### src/hdl/cvg_pkg.sv
// cvg_pkg: shared constants and the arctangent table for the circle vertex generator
// depends on nothing; imported by every module of the block
`timescale 1ns / 1ps
`default_nettype none

package cvg_pkg;

   // field widths
   localparam int COORD_W  = 32;
   localparam int RADIUS_W = 31;
   localparam int COUNT_W  = 7;
   localparam int ARC_W    = 16;
   localparam int PHASE_W  = 16;
   localparam int TRIG_W   = 16;

   // arc units are 1/128 degree
   localparam int FULL_ARC    = 46080;
   localparam int QUARTER_ARC = 11520;
   localparam int RESID_W     = $clog2(QUARTER_ARC);

   // cordic datapath
   localparam int CORDIC_XY_W = 20;
   localparam int CORDIC_Z_W  = 33;
   localparam int ANGLE_FRAC  = 16;
   localparam int ATAN_LEN    = 24;
   localparam int ATAN_IDX_W  = 5;
   localparam int CORDIC_X0   = 19898;
   localparam int TRIG_MAX    = 32767;

   // radius times trig value, Q1.15 rounding
   localparam int FRAC_W     = 15;
   localparam int PROD_W     = 48;
   localparam int ROUND_HALF = 16384;

   // default sizes
   localparam int DEF_MAX_POINTS   = 64;
   localparam int DEF_CORDIC_STEPS = 16;

   // atan(2^-k) in 1/128 degree scaled by 2^16
   function automatic logic signed [CORDIC_Z_W-1:0] atan_angle(input logic [ATAN_IDX_W-1:0] k);
      logic signed [CORDIC_Z_W-1:0] a;
      case (k)
         5'd0:    a = 33'sd377487360;
         5'd1:    a = 33'sd222843801;
         5'd2:    a = 33'sd117744544;
         5'd3:    a = 33'sd59768969;
         5'd4:    a = 33'sd30000467;
         5'd5:    a = 33'sd15014858;
         5'd6:    a = 33'sd7509261;
         5'd7:    a = 33'sd3754860;
         5'd8:    a = 33'sd1877459;
         5'd9:    a = 33'sd938733;
         5'd10:   a = 33'sd469367;
         5'd11:   a = 33'sd234683;
         5'd12:   a = 33'sd117342;
         5'd13:   a = 33'sd58671;
         5'd14:   a = 33'sd29335;
         5'd15:   a = 33'sd14668;
         5'd16:   a = 33'sd7334;
         5'd17:   a = 33'sd3667;
         5'd18:   a = 33'sd1833;
         5'd19:   a = 33'sd917;
         5'd20:   a = 33'sd458;
         5'd21:   a = 33'sd229;
         5'd22:   a = 33'sd115;
         5'd23:   a = 33'sd57;
         default: a = '0;
      endcase
      return a;
   endfunction

endpackage

`default_nettype wire

### src/hdl/cvg_divider.sv
// cvg_divider: restoring divider, one quotient bit per cycle
// depends on cvg_pkg (house convention only, no package items needed beyond import)
`timescale 1ns / 1ps
`default_nettype none

module cvg_divider #(
   parameter int DIVIDEND_W = 23,
   parameter int DIVISOR_W  = 7
) (
   input  wire logic                  clock,
   input  wire logic                  reset,
   input  wire logic                  start,
   input  wire logic [DIVIDEND_W-1:0] dividend,
   input  wire logic [DIVISOR_W-1:0]  divisor,
   output logic                       done,
   output logic [DIVIDEND_W-1:0]      quotient
);
   import cvg_pkg::*;

   localparam int CNT_W = $clog2(DIVIDEND_W + 1);

   logic [DIVIDEND_W-1:0] quo_ff, quo_in;
   logic [DIVISOR_W-1:0]  rem_ff, rem_in;
   logic [DIVISOR_W-1:0]  dsr_ff;
   logic [CNT_W-1:0]      cnt_ff, cnt_in;
   logic                  run_ff, run_in;
   logic                  done_ff, done_in;
   logic [DIVISOR_W:0]    shifted;
   logic [DIVISOR_W:0]    trial;
   logic                  fits;

   // one restoring step
   always_comb begin
      shifted = {rem_ff, quo_ff[DIVIDEND_W-1]};
      trial   = shifted - {1'b0, dsr_ff};
      fits    = (shifted >= {1'b0, dsr_ff});
   end

   // sequencing of the bit steps
   always_comb begin
      quo_in  = quo_ff;
      rem_in  = rem_ff;
      cnt_in  = cnt_ff;
      run_in  = run_ff;
      done_in = 1'b0;
      if (start) begin
         quo_in = dividend;
         rem_in = '0;
         cnt_in = CNT_W'(DIVIDEND_W);
         run_in = 1'b1;
      end else if (run_ff) begin
         quo_in = {quo_ff[DIVIDEND_W-2:0], fits};
         rem_in = fits ? trial[DIVISOR_W-1:0] : shifted[DIVISOR_W-1:0];
         cnt_in = cnt_ff - 1'b1;
         if (cnt_ff == CNT_W'(1)) begin
            run_in  = 1'b0;
            done_in = 1'b1;
         end
      end
   end

   // control registers
   always_ff @(posedge clock) begin
      if (reset) begin
         run_ff  <= 1'b0;
         done_ff <= 1'b0;
         cnt_ff  <= '0;
      end else begin
         run_ff  <= run_in;
         done_ff <= done_in;
         cnt_ff  <= cnt_in;
      end
   end

   // data registers
   always_ff @(posedge clock) begin
      quo_ff <= quo_in;
      rem_ff <= rem_in;
      if (start) begin
         dsr_ff <= divisor;
      end
   end

   assign done     = done_ff;
   assign quotient = quo_ff;

endmodule

`default_nettype wire

### src/hdl/cvg_cordic.sv
// cvg_cordic: iterative rotation-mode cordic, first quadrant, Q1.15 sine and cosine
// depends on cvg_pkg for widths, start value and the arctangent table
`timescale 1ns / 1ps
`default_nettype none

module cvg_cordic #(
   parameter int STEPS = cvg_pkg::DEF_CORDIC_STEPS
) (
   input  wire logic                               clock,
   input  wire logic                               reset,
   input  wire logic                               start,
   input  wire logic [cvg_pkg::RESID_W-1:0]        angle,
   output logic                                    done,
   output logic signed [cvg_pkg::TRIG_W-1:0]       sin_out,
   output logic signed [cvg_pkg::TRIG_W-1:0]       cos_out
);
   import cvg_pkg::*;

   localparam int STEP_W = $clog2(STEPS);

   logic signed [CORDIC_XY_W-1:0] x_ff, x_in, y_ff, y_in;
   logic signed [CORDIC_XY_W-1:0] x_sh, y_sh;
   logic signed [CORDIC_Z_W-1:0]  z_ff, z_in;
   logic signed [CORDIC_Z_W-1:0]  step_angle;
   logic [STEP_W-1:0]             k_ff, k_in;
   logic                          run_ff, run_in;
   logic                          done_ff, done_in;

   // shifted operands and angle for this step
   always_comb begin
      x_sh       = x_ff >>> k_ff;
      y_sh       = y_ff >>> k_ff;
      step_angle = atan_angle(ATAN_IDX_W'(k_ff));
   end

   // micro-rotation and step count
   always_comb begin
      x_in    = x_ff;
      y_in    = y_ff;
      z_in    = z_ff;
      k_in    = k_ff;
      run_in  = run_ff;
      done_in = 1'b0;
      if (start) begin
         x_in   = CORDIC_XY_W'(CORDIC_X0);
         y_in   = '0;
         z_in   = CORDIC_Z_W'({angle, ANGLE_FRAC'(0)});
         k_in   = '0;
         run_in = 1'b1;
      end else if (run_ff) begin
         if (!z_ff[CORDIC_Z_W-1]) begin
            x_in = x_ff - y_sh;
            y_in = y_ff + x_sh;
            z_in = z_ff - step_angle;
         end else begin
            x_in = x_ff + y_sh;
            y_in = y_ff - x_sh;
            z_in = z_ff + step_angle;
         end
         k_in = k_ff + 1'b1;
         if (k_ff == STEP_W'(STEPS - 1)) begin
            run_in  = 1'b0;
            done_in = 1'b1;
         end
      end
   end

   // control registers
   always_ff @(posedge clock) begin
      if (reset) begin
         run_ff  <= 1'b0;
         done_ff <= 1'b0;
         k_ff    <= '0;
      end else begin
         run_ff  <= run_in;
         done_ff <= done_in;
         k_ff    <= k_in;
      end
   end

   // rotation registers
   always_ff @(posedge clock) begin
      x_ff <= x_in;
      y_ff <= y_in;
      z_ff <= z_in;
   end

   // clamp to the symmetric Q1.15 range
   always_comb begin
      if (y_ff > CORDIC_XY_W'(TRIG_MAX)) begin
         sin_out = TRIG_W'(TRIG_MAX);
      end else if (y_ff < -CORDIC_XY_W'(TRIG_MAX)) begin
         sin_out = -TRIG_W'(TRIG_MAX);
      end else begin
         sin_out = y_ff[TRIG_W-1:0];
      end
      if (x_ff > CORDIC_XY_W'(TRIG_MAX)) begin
         cos_out = TRIG_W'(TRIG_MAX);
      end else if (x_ff < -CORDIC_XY_W'(TRIG_MAX)) begin
         cos_out = -TRIG_W'(TRIG_MAX);
      end else begin
         cos_out = x_ff[TRIG_W-1:0];
      end
   end

   assign done = done_ff;

endmodule

`default_nettype wire

### src/hdl/cvg_scale.sv
// cvg_scale: radius times Q1.15 trig value, rounded, offset by a centre and saturated
// depends on cvg_pkg for widths and rounding constants; the product and the result are registered
`timescale 1ns / 1ps
`default_nettype none

module cvg_scale (
   input  wire logic                                 clock,
   input  wire logic [cvg_pkg::RADIUS_W-1:0]         radius,
   input  wire logic signed [cvg_pkg::TRIG_W-1:0]    trig,
   input  wire logic signed [cvg_pkg::COORD_W-1:0]   center,
   output logic signed [cvg_pkg::COORD_W-1:0]        result
);
   import cvg_pkg::*;

   localparam int RND_W = PROD_W - FRAC_W;
   localparam int SUM_W = RND_W + 1;

   logic signed [COORD_W-1:0] rad_s;
   logic signed [PROD_W-1:0]  prod_ff, prod_in;
   logic signed [COORD_W-1:0] cen_ff;
   logic signed [PROD_W-1:0]  biased;
   logic signed [RND_W-1:0]   rounded;
   logic signed [SUM_W-1:0]   sum;
   logic signed [COORD_W-1:0] res_ff, res_in;

   // first stage: the multiply
   always_comb begin
      rad_s   = $signed({1'b0, radius});
      prod_in = PROD_W'(rad_s) * PROD_W'(trig);
   end

   // second stage: round half up, add centre, saturate
   always_comb begin
      biased  = prod_ff + PROD_W'(ROUND_HALF);
      rounded = RND_W'(biased >>> FRAC_W);
      sum     = SUM_W'(rounded) + SUM_W'(cen_ff);
      if ((sum[SUM_W-1:COORD_W-1] == '0) || (sum[SUM_W-1:COORD_W-1] == '1)) begin
         res_in = sum[COORD_W-1:0];
      end else if (sum[SUM_W-1]) begin
         res_in = {1'b1, {(COORD_W-1){1'b0}}};
      end else begin
         res_in = {1'b0, {(COORD_W-1){1'b1}}};
      end
   end

   always_ff @(posedge clock) begin
      prod_ff <= prod_in;
      cen_ff  <= center;
      res_ff  <= res_in;
   end

   assign result = res_ff;

endmodule

`default_nettype wire

### src/hdl/circle_vertex_generator.sv
// circle_vertex_generator: top level, request latch, point sequencer and output register
// depends on cvg_pkg, cvg_divider, cvg_cordic and cvg_scale
`timescale 1ns / 1ps
`default_nettype none

// usage
//   a request transaction (centre, radius, point count, arc) is taken at a rising edge
//   with start high and busy low; busy then stays high until the run is finished
//   the block emits one point per result transaction, each held on the rsp_ ports
//   for exactly one cycle with rsp_strobe high; rsp_last_point marks the final one
//   a point count of zero latches the request and emits nothing, busy stays low
// point processing
//   each point goes through the phase product, a restoring divider (one bit a cycle,
//   MAX width index plus 16 bits), quadrant folding, CORDIC_STEPS cordic iterations
//   and the shared multiply/round/saturate unit used once for x and once for y;
//   the points of a run are made one after another, the next point starts only after
//   the previous one is drained, and busy falls in the cycle of the final strobe
// reset and back pressure
//   synchronous reset returns the sequencer to idle and drops any run in progress
//   the receiver cannot stall: results are not held, so it must take every strobe
module circle_vertex_generator #(
   parameter int MAX_POINTS   = cvg_pkg::DEF_MAX_POINTS,
   parameter int CORDIC_STEPS = cvg_pkg::DEF_CORDIC_STEPS
) (
   input  wire logic                                clock,
   input  wire logic                                reset,
   input  wire logic                                start,
   output logic                                     busy,
   input  wire logic signed [cvg_pkg::COORD_W-1:0]  req_center_x,
   input  wire logic signed [cvg_pkg::COORD_W-1:0]  req_center_y,
   input  wire logic signed [cvg_pkg::COORD_W-1:0]  req_center_z,
   input  wire logic [cvg_pkg::RADIUS_W-1:0]        req_radius,
   input  wire logic [cvg_pkg::COUNT_W-1:0]         req_point_count,
   input  wire logic [cvg_pkg::ARC_W-1:0]           req_arc_span,
   output logic                                     rsp_strobe,
   output logic signed [cvg_pkg::COORD_W-1:0]       rsp_vert_x,
   output logic signed [cvg_pkg::COORD_W-1:0]       rsp_vert_y,
   output logic signed [cvg_pkg::COORD_W-1:0]       rsp_vert_z,
   output logic                                     rsp_last_point
);
   import cvg_pkg::*;

   localparam int IDX_W      = $clog2(MAX_POINTS + 1);
   localparam int DIVIDEND_W = IDX_W + ARC_W;

   typedef enum logic [8:0] {
      ST_IDLE    = 9'b000000001,
      ST_PROD    = 9'b000000010,
      ST_DIV     = 9'b000000100,
      ST_FOLD    = 9'b000001000,
      ST_ROTATE  = 9'b000010000,
      ST_SCALE_X = 9'b000100000,
      ST_SCALE_Y = 9'b001000000,
      ST_DRAIN_X = 9'b010000000,
      ST_DRAIN_Y = 9'b100000000
   } state_type;

   state_type state_ff, state_in;

   // latched request
   logic signed [COORD_W-1:0] cx_ff, cy_ff, cz_ff;
   logic [RADIUS_W-1:0]       radius_ff;
   logic [ARC_W-1:0]          arc_ff;
   logic [IDX_W-1:0]          total_ff, total_in;
   logic [IDX_W-1:0]          divisor_ff, divisor_in;
   logic [IDX_W-1:0]          idx_ff, idx_in;

   // per point
   logic [PHASE_W-1:0]        phase_ff;
   logic [1:0]                quad_ff, quad_in;
   logic [RESID_W-1:0]        resid;
   logic [PHASE_W-1:0]        wrapped;
   logic signed [TRIG_W-1:0]  sin_ff, cos_ff;
   logic signed [COORD_W-1:0] vx_ff;

   // output register
   logic                      rsp_valid_ff;
   logic signed [COORD_W-1:0] rsp_x_ff, rsp_y_ff, rsp_z_ff;
   logic                      rsp_last_ff;

   logic                      accept;
   logic [ARC_W-1:0]          arc_clamped;
   logic [COUNT_W-1:0]        count_clamped;
   logic                      last_pt;

   logic                      div_start, div_done;
   logic [DIVIDEND_W-1:0]     dividend, quotient;
   logic                      cor_start, cor_done;
   logic signed [TRIG_W-1:0]  cor_sin, cor_cos;
   logic signed [TRIG_W-1:0]  sc_trig;
   logic signed [COORD_W-1:0] sc_center, sc_result;

   assign busy   = (state_ff != ST_IDLE);
   assign accept = start && !busy;

   // request clamping and phase divisor
   always_comb begin
      arc_clamped   = (req_arc_span > ARC_W'(FULL_ARC)) ? ARC_W'(FULL_ARC) : req_arc_span;
      count_clamped = (req_point_count > COUNT_W'(MAX_POINTS)) ?
                      COUNT_W'(MAX_POINTS) : req_point_count;
      total_in      = IDX_W'(count_clamped);
      if (count_clamped == '0) begin
         divisor_in = '0;
      end else if (arc_clamped == ARC_W'(FULL_ARC)) begin
         divisor_in = total_in;
      end else begin
         divisor_in = total_in - 1'b1;
      end
   end

   assign last_pt = ((IDX_W + 1)'(idx_ff) + 1'b1) == (IDX_W + 1)'(total_ff);

   // quadrant folding of the phase
   always_comb begin
      wrapped = (phase_ff >= PHASE_W'(FULL_ARC)) ? phase_ff - PHASE_W'(FULL_ARC) : phase_ff;
      if (wrapped >= PHASE_W'(3 * QUARTER_ARC)) begin
         quad_in = 2'd3;
         resid   = RESID_W'(wrapped - PHASE_W'(3 * QUARTER_ARC));
      end else if (wrapped >= PHASE_W'(2 * QUARTER_ARC)) begin
         quad_in = 2'd2;
         resid   = RESID_W'(wrapped - PHASE_W'(2 * QUARTER_ARC));
      end else if (wrapped >= PHASE_W'(QUARTER_ARC)) begin
         quad_in = 2'd1;
         resid   = RESID_W'(wrapped - PHASE_W'(QUARTER_ARC));
      end else begin
         quad_in = 2'd0;
         resid   = RESID_W'(wrapped);
      end
   end

   // point sequencer
   always_comb begin
      state_in = state_ff;
      idx_in   = idx_ff;
      unique case (state_ff)
         ST_IDLE: begin
            if (start && (count_clamped != '0)) begin
               state_in = ST_PROD;
               idx_in   = '0;
            end
         end
         ST_PROD:    state_in = ST_DIV;
         ST_DIV: begin
            if (div_done) begin
               state_in = ST_FOLD;
            end
         end
         ST_FOLD:    state_in = ST_ROTATE;
         ST_ROTATE: begin
            if (cor_done) begin
               state_in = ST_SCALE_X;
            end
         end
         ST_SCALE_X: state_in = ST_SCALE_Y;
         ST_SCALE_Y: state_in = ST_DRAIN_X;
         ST_DRAIN_X: state_in = ST_DRAIN_Y;
         ST_DRAIN_Y: begin
            idx_in   = idx_ff + 1'b1;
            state_in = last_pt ? ST_IDLE : ST_PROD;
         end
         default:    state_in = ST_IDLE;
      endcase
   end

   // control registers
   always_ff @(posedge clock) begin
      if (reset) begin
         state_ff     <= ST_IDLE;
         idx_ff       <= '0;
         total_ff     <= '0;
         divisor_ff   <= '0;
         rsp_valid_ff <= 1'b0;
      end else begin
         state_ff     <= state_in;
         idx_ff       <= idx_in;
         rsp_valid_ff <= (state_ff == ST_DRAIN_Y);
         if (accept) begin
            total_ff   <= total_in;
            divisor_ff <= divisor_in;
         end
      end
   end

   // request and point data registers
   always_ff @(posedge clock) begin
      if (accept) begin
         cx_ff     <= req_center_x;
         cy_ff     <= req_center_y;
         cz_ff     <= req_center_z;
         radius_ff <= req_radius;
         arc_ff    <= arc_clamped;
      end
      if ((state_ff == ST_DIV) && div_done) begin
         phase_ff <= (divisor_ff == '0) ? '0 : quotient[PHASE_W-1:0];
      end
      if (state_ff == ST_FOLD) begin
         quad_ff <= quad_in;
      end
      if ((state_ff == ST_ROTATE) && cor_done) begin
         case (quad_ff)
            2'd0: begin
               sin_ff <= cor_sin;
               cos_ff <= cor_cos;
            end
            2'd1: begin
               sin_ff <= cor_cos;
               cos_ff <= -cor_sin;
            end
            2'd2: begin
               sin_ff <= -cor_sin;
               cos_ff <= -cor_cos;
            end
            default: begin
               sin_ff <= -cor_cos;
               cos_ff <= cor_sin;
            end
         endcase
      end
      if (state_ff == ST_DRAIN_X) begin
         vx_ff <= sc_result;
      end
      if (state_ff == ST_DRAIN_Y) begin
         rsp_x_ff    <= vx_ff;
         rsp_y_ff    <= sc_result;
         rsp_z_ff    <= cz_ff;
         rsp_last_ff <= last_pt;
      end
   end

   // phase = index * arc / divisor
   assign div_start = (state_ff == ST_PROD);
   assign dividend  = DIVIDEND_W'(idx_ff) * DIVIDEND_W'(arc_ff);

   cvg_divider #(
      .DIVIDEND_W (DIVIDEND_W),
      .DIVISOR_W  (IDX_W)
   ) u_divider (
      .clock    (clock),
      .reset    (reset),
      .start    (div_start),
      .dividend (dividend),
      .divisor  (divisor_ff),
      .done     (div_done),
      .quotient (quotient)
   );

   // sine and cosine of the folded phase
   assign cor_start = (state_ff == ST_FOLD);

   cvg_cordic #(
      .STEPS (CORDIC_STEPS)
   ) u_cordic (
      .clock   (clock),
      .reset   (reset),
      .start   (cor_start),
      .angle   (resid),
      .done    (cor_done),
      .sin_out (cor_sin),
      .cos_out (cor_cos)
   );

   // shared scale unit: x issued in one cycle, y in the next
   always_comb begin
      if (state_ff == ST_SCALE_X) begin
         sc_trig   = sin_ff;
         sc_center = cx_ff;
      end else begin
         sc_trig   = cos_ff;
         sc_center = cy_ff;
      end
   end

   cvg_scale u_scale (
      .clock  (clock),
      .radius (radius_ff),
      .trig   (sc_trig),
      .center (sc_center),
      .result (sc_result)
   );

   assign rsp_strobe     = rsp_valid_ff;
   assign rsp_vert_x     = rsp_x_ff;
   assign rsp_vert_y     = rsp_y_ff;
   assign rsp_vert_z     = rsp_z_ff;
   assign rsp_last_point = rsp_valid_ff && rsp_last_ff;

   // a result transaction only follows the final step of a point
   a_strobe_after_drain: assert property (@(posedge clock) disable iff (reset)
      rsp_strobe |-> $past(state_ff == ST_DRAIN_Y))
      else $error("result strobe without a finished point");

   // a request with points makes the block busy
   a_busy_after_accept: assert property (@(posedge clock) disable iff (reset)
      (accept && (count_clamped != '0)) |=> busy)
      else $error("accepted request did not start a run");

   // the point index stays inside the run
   a_index_in_run: assert property (@(posedge clock) disable iff (reset)
      (busy && (state_ff != ST_IDLE)) |-> (idx_ff < total_ff))
      else $error("point index beyond point count");

   // the divider only reports done during the divide step
   a_div_done_in_div: assert property (@(posedge clock) disable iff (reset)
      div_done |-> (state_ff == ST_DIV))
      else $error("divider finished outside the divide step");

endmodule

`default_nettype wire

### config.mk
export PLATFORM = sky130hd
export DESIGN_NAME = circle_vertex_generator
export DESIGN_NICKNAME = d
export VERILOG_FILES = /design/src/hdl/cvg_pkg.sv /design/src/hdl/cvg_divider.sv /design/src/hdl/cvg_cordic.sv /design/src/hdl/cvg_scale.sv /design/src/hdl/circle_vertex_generator.sv
export SDC_FILE = /design/constraint.sdc
export NUM_CORES = 2
export LEC_CHECK = 0
export BUFFER_PORTS_ARGS = -buffer_cell sky130_fd_sc_hd__buf_4
export CORE_MARGIN = 2
export CORE_UTILIZATION = 60
export DETAILED_ROUTE_END_ITERATION = 16
export PLACE_DENSITY = 0.78
export SETUP_SLACK_MARGIN = 0.4
export SYNTH_ARGS = -nofsm -noshare
export SYNTH_HDL_FRONTEND = slang
export SYNTH_SLANG_ARGS = --single-unit
export TNS_END_PERCENT = 10
### constraint.sdc
create_clock -name clock -period 21 [get_ports clock]
set_input_delay 5.25 -clock clock [delete_from_list [all_inputs] [get_ports clock]]
set_output_delay 5.25 -clock clock [all_outputs]
set_load 0.01 [all_outputs]
Word level (Yosys, flattened, before mapping)
Memories as Yosys holds them, arrays and structs flattened. A register that Yosys moved wholly into a read port is not among the register bits.
Index checks and enable logic that the tools add are counted.
{"block": "classes", "n_addsub": 20, "mul": 2, "order_cmp": 11, "eq_ne": 20, "n_shift": 2, "n_mux": 47, "bitwise_logic": 2, "n_reduce_logical": 22}
{"operator": "$mux W16", "count": 7}
{"operator": "$mux W32", "count": 3}
{"operator": "$pmux W16 S3", "count": 2}
{"operator": "$pmux W9 S9", "count": 1}
{"operator": "$mux W30", "count": 2}
{"operator": "$add A48 B16 Y48 const B", "count": 1}
{"operator": "$mul A32 B16 Y48", "count": 1}
{"operator": "$mux W23", "count": 2}
{"operator": "$mux W14", "count": 3}
{"operator": "$add A20 B20 Y20", "count": 2}
{"operator": "$gt A20 B16 Y1 const B", "count": 2}
{"operator": "$lt A20 B16 Y1 const B", "count": 2}
{"operator": "$mux W20", "count": 2}
{"operator": "$sshr A20 B4 Y20", "count": 2}
{"operator": "$sub A20 B20 Y20", "count": 2}
{"operator": "$mux W7", "count": 5}
{"operator": "$add A33 B32 Y34", "count": 1}
{"operator": "$add A33 B33 Y33", "count": 1}
{"operator": "$mux W33", "count": 1}
{"operator": "$sub A33 B33 Y33", "count": 1}
{"operator": "$ge A16 B16 Y1 const B", "count": 2}
{"operator": "$neg A16 Y16", "count": 2}
{"operator": "$mux W9", "count": 3}
{"operator": "$mul A7 B16 Y23", "count": 1}
{"operator": "52 further kinds", "count": 75}
{"block": "totals", "ff_bits": 588, "romBits": 464, "in_bits": 153, "output_inout_bits": 99, "elab_cells": 164, "mem_count": 1}
{"name": "(no name shown)", "depth": 16, "word_bits": 29, "read_ports": 1, "rd_ports_with_merged_regs": 1, "wr": 0, "line": "cvg_pkg.sv:42", "text": "case (k)"}

Longest topological paths before layout
{"block": "logic_depth", "ltp_word": 7, "mapped_depth": 32, "ltp_nobuf": 29}

Modules after synthesis
From an unflattened synthesis, not the netlist that was laid out.
{"block": "hier_totals", "hier_cells": 5256, "hier_area_um2": 52490.3}
{"mod": "cvg_scale", "n_inst": 1, "cells_per_inst": 2324, "area_per_inst_um2": 20702.4, "seq_area_each_um2": 1961.9}
{"mod": "circle_vertex_generator", "n_inst": 1, "cells_per_inst": 1350, "area_per_inst_um2": 17930.9, "seq_area_each_um2": 10289.9}
{"mod": "cvg_cordic", "n_inst": 1, "cells_per_inst": 1399, "area_per_inst_um2": 11649.9, "seq_area_each_um2": 2302.2}
{"mod": "cvg_divider", "n_inst": 1, "cells_per_inst": 183, "area_per_inst_um2": 2207.1, "seq_area_each_um2": 1181.1}

Worst setup path after synthesis
OpenSTA, ideal clock, no wires.
{"block": "synth_path", "path_kind": "input to register", "start": "input start", "end": "register arc_ff[0], enable pin", "setup_ns": 0.651, "arrival_time_ns": 11.231, "required_time_ns": 20.349, "setup_slack_ns": 9.118, "stages": 2, "n_path_buf": 0, "path_cell_list": "inv_1 -> nor2_1"}
{"block": "synth_via", "elab_chain_len": 1}
{"item": "start: declaration", "line": "circle_vertex_generator.sv:27", "text": "input wire logic start,"}
{"item": "$logic_and A1 B1 Y1", "line": "circle_vertex_generator.sv:94", "text": "assign accept = start && !busy;"}
{"item": "net accept", "line": "circle_vertex_generator.sv:81", "text": "logic accept;"}
{"item": "end signal: assignment", "line": "circle_vertex_generator.sv:191", "text": "arc_ff <= arc_clamped;"}
{"item": "end: declaration", "line": "circle_vertex_generator.sv:63", "text": "logic [ARC_W-1:0] arc_ff;"}
The timed path passes the listed nets, and every way through them passes these cells.
A chain may end at the register's enable or synchronous reset.

Worst setup path in the final report
{"block": "layout_path", "start": "register state_ff[2]", "end": "register u_scale.prod_ff[40]"}
{"block": "layout_via", "elab_chain_len": 3}
{"item": "start: declaration", "line": "circle_vertex_generator.sv:58", "text": "state_type state_ff, state_in;"}
{"item": "start signal: assignment", "line": "circle_vertex_generator.sv:174", "text": "state_ff <= state_in;"}
{"item": "$eq A9 B6 Y1", "line": "circle_vertex_generator.sv:264", "text": "if (state_ff == ST_SCALE_X) begin"}
{"item": "$mux W16", "line": "circle_vertex_generator.sv:264"}
{"item": "$mul A32 B16 Y48", "line": "cvg_scale.sv:29", "text": "prod_in = PROD_W'(rad_s) * PROD_W'(trig);"}
{"item": "net u_scale.prod_in[40]", "line": "cvg_scale.sv:19", "text": "logic signed [PROD_W-1:0] prod_ff, prod_in;"}
{"item": "end signal: assignment", "line": "cvg_scale.sv:47", "text": "prod_ff <= prod_in;"}
{"item": "end: declaration", "line": "cvg_scale.sv:19"}
The timed path passes the listed nets, and every way through them passes these cells.

==> results.md <==
- CTS Buf Count: 67
- Skew final: 0.0359 ns
- H-tree Lvls: 3
- Hold_ws: 0.404 ns
- TNS Setup: 0 ns
- Iter 0 DRT Violations: 2820
- Resized cells post-CTS: 0
- Status: finished clean
- Final hold vios: 0
- WP buf/inv: 3
- Post-CTS setup buffer count: 0
- Root buf cell: clkbuf_16
- Post-synthesis sequential area ratio: 31.3%
- Ys flop type: edfxtp_1
- Synth Net Count: 6045
- # port buffers: 251
- Post-Synthesis Cell Area: 0.0503 mm²
- Final setup fails: 0
- Worst-margin pin slew: 1.21 ns
- Layout cells sized above 1: 10.8%
- DIE WIDTH: 293 µm
- Yosys top cell by area: edfxtp_1
- WS Path Type: reg2reg
- Cell count after synthesis: 5085
- Overall routed net length: 117 mm
- Worst Setup Start Kind: register
- CTS tree: built
- Post-synthesis register bit count: 603
- Fillers: 6514
- Wire per inst: 18.4 µm
- Crit. End Element: register
- Top post-synthesis cells by area: edfxtp_1 (22%), fa_1 (19%), dfxtp_1 (9.4%), ha_1 (8.2%), inv_1 (4.9%)
- ANT nets after route: 0
- Post-synthesis area per instance: 9.88 µm²
- Crit path DAT: 9.59 ns
- Core footprint: 0.0833 mm²
- RSZ-0062 raised after global routing: false
- CTS max path bufs: 3
- Nets@finish: 6178
- First-pass GRT wire length: 189 mm
- Gp weighted congestion: 0.904
- CTS sink cnt: 603
- Slowest stage delay, CP: 0.91 ns
- Yosys warning total: 0
- Max Fclk: 111 MHz
- CP Data Required Time: 21.55 ns
- Post-synth top area share: 21.9%
- Drt pass-1 iters: 5
- Min Tclk post-route: 9.03 ns
- Vias per cell: 5.82
- Synthesis-to-layout area growth: 9.77%
- FFs w/ async S/R, synth: 0%
- Register Area: 0.0157 mm²
- Final period util: 43.0%
- EDFF count, synth: 366
- Worst skew pair latency: 0.63 ns
- Vias in the first global route: 37.1k
- Num rows: 106
- Antenna violations before repair: 3
- GRT Residual Overflow: 0
- Remaining DRCs: 0
- Die Footprint: 0.0861 mm²
- Crit path max-delay family: adder cells
- Ports: 252
- CP max FO: 49
- GRT Total Usage: 27.3%
- Max-cap violations: 0
- Slowest stage cell, crit path: mux2_2
- Post-DP HPWL: 85.6 mm
- Post-synth cell types: 87
- Min-Delay Path Class: reg2reg
- Slew Limit Fails: 0
- Starting utilization of the core area: 60.3%
- CTS clk-pin slew, worst paths: 0.06 ns
- Slew HR: 19.3%
- # hold bufs at CTS: 0
- Most used cell, CP: fa_1
- Multi-input gate area: 0.0312 mm²
- Pin count of the biggest net entering global routing: 65
- Vias: 36.9k
- Inserted Diodes: 0
- Die Height: 293 µm
==> state kept, by name, indices dropped and copies added, names as in the netlist, 9 cells and up <==
signal and cells:
cx_ff 32, arc_ff 16, sin_ff 16, u_cordic.z_ff 33
rsp_vert_z 32, u_scale.prod_ff 34, u_scale.result 32, cy_ff 32
cos_ff 16, vx_ff 32, state_ff 9, u_cordic.x_ff 20
u_cordic.step_angle 29, radius_ff 31, cz_ff 32, u_divider.quotient 23
u_cordic.y_ff 20, phase_ff 16, u_scale.cen_ff 32, rsp_vert_x 32
rsp_vert_y 32
==> path summary, 6_finish.rpt <==
kind	startpoint	end	slack [ns]	cells after the start
worst max-delay path	state_ff[2]	u_scale.prod_ff[40]	11.97	25
worst min-delay path	vx_ff[14]	rsp_vert_x[14]	0.40	0
worst max register to register	state_ff[2]	u_scale.prod_ff[40]	11.97	25
worst min register to register	vx_ff[14]	rsp_vert_x[14]	0.40	0
==> cells in the mapped netlist (7+ instances only) <==
library cell  count
o21ai_0         194
and2_1          245
a21o_1           72
a31oi_1          28
and3_1           33
nor2b_1          64
a211oi_1         33
mux2i_1          55
nand4_1          25
xor2_1          103
o31a_1            9
buf_2             7
buf_1            16
o21a_1           30
o211ai_1         16
o22ai_1          15
or4_1             7
ha_1            330
o21ai_1           9
mux4_2           66
nor3_1           79
fa_1            477
nor2_1          308
edfxtp_1        366
nor4b_1           7
o21bai_1         23
dfxtp_1         237
a31o_2            9
o32ai_1           8
a22oi_1           7
nand2b_1         30
a21oi_1         251
nand2_1         589
clkbuf_1        184
or3_1            15
or2_2            21
nand3_1          72
inv_1           654
nor3b_1           8
o31ai_1          14
nand3b_1          8
nor4_1           24
mux2_2           61
xnor2_1         164
a21boi_0          9
==> cells in the final DEF, fill, tap and decap left out, types with 67 or more instances in the layout <==
cell type and count:
inv_1 652, nand2_1 589, fa_1 477, edfxtp_1 366, ha_1 330, nor2_1 306
buf_4 281, a21oi_1 250, and2_1 245, dfxtp_1 233, o21ai_0 194, xnor2_1 164
xor2_1 103, nor3_1 78, a21o_1 72, nand3_1 71, clkbuf_16 67
==> routing by layer <==
| metal | GRT usage (%) | wire length [µm] | share of wire [%] | vias up |
|---|---|---|---|---|
| li1 | - | - | - | 17300 |
| met1 | 34.7 | 46600 | 40 | 18000 |
| met2 | 46.6 | 56600 | 49 | 1376 |
| met3 | 5.18 | 9160 | 7.9 | 275 |
| met4 | 9.58 | 4100 | 3.5 | 6 |
| met5 | 0 | 40 | 0.034 | - |
==> worst register-to-register path, delay by kind of cell (launching register included) <==
kind	cells	cell delay, ns
muxes	1	0.93
and+or+nand+nor	5	1.79
buffers and inverters	3	0.16
AOI/OAI and AO/OA	8	2.27
adders and majority gates	7	3.39
xor gates and xnor gates	1	0.13
DFF	1	0.33
==> layout make-up <==
class | count | share of cell area (%)
Clock buffer | 88 | 3.36
Clock inverter | 34 | 0.771
Inverter | 657 | 4.48
Multi-Input combinational cell | 3608 | 56.6
Sequential cell | 603 | 28.5
Tap cell | 1080 | 2.45
Timing Repair Buffer | 281 | 3.82
==> cell families after synthesis <==
kind of cell    Yosys count  share of synthesized area [%]
buf+inv                 874                           6.65
flops                   603                           31.3
fa+ha+maj               807                           27.2
xor+xnor                267                           4.65
simple gates           1556                           14.8
mux                     187                           5.59
compound gates          791                           9.78
==> through the flow <==
stage,cells,util [%],instance area (µm²),worst slack (ns)
2_1_floorplan,5085,-,50300,9.12
3_3_place_gp,6229,63.5,52900,12.14
3_5_place_dp,6229,63.5,52900,12.02
4_1_cts,6351,66.2,55200,12.00
5_1_grt,6351,66.2,55200,11.52
6_report,6351,66.2,55200,11.97
Power is not shown: default switching activity piles up to over one toggle a cycle in this logic, so the estimate is an artifact.
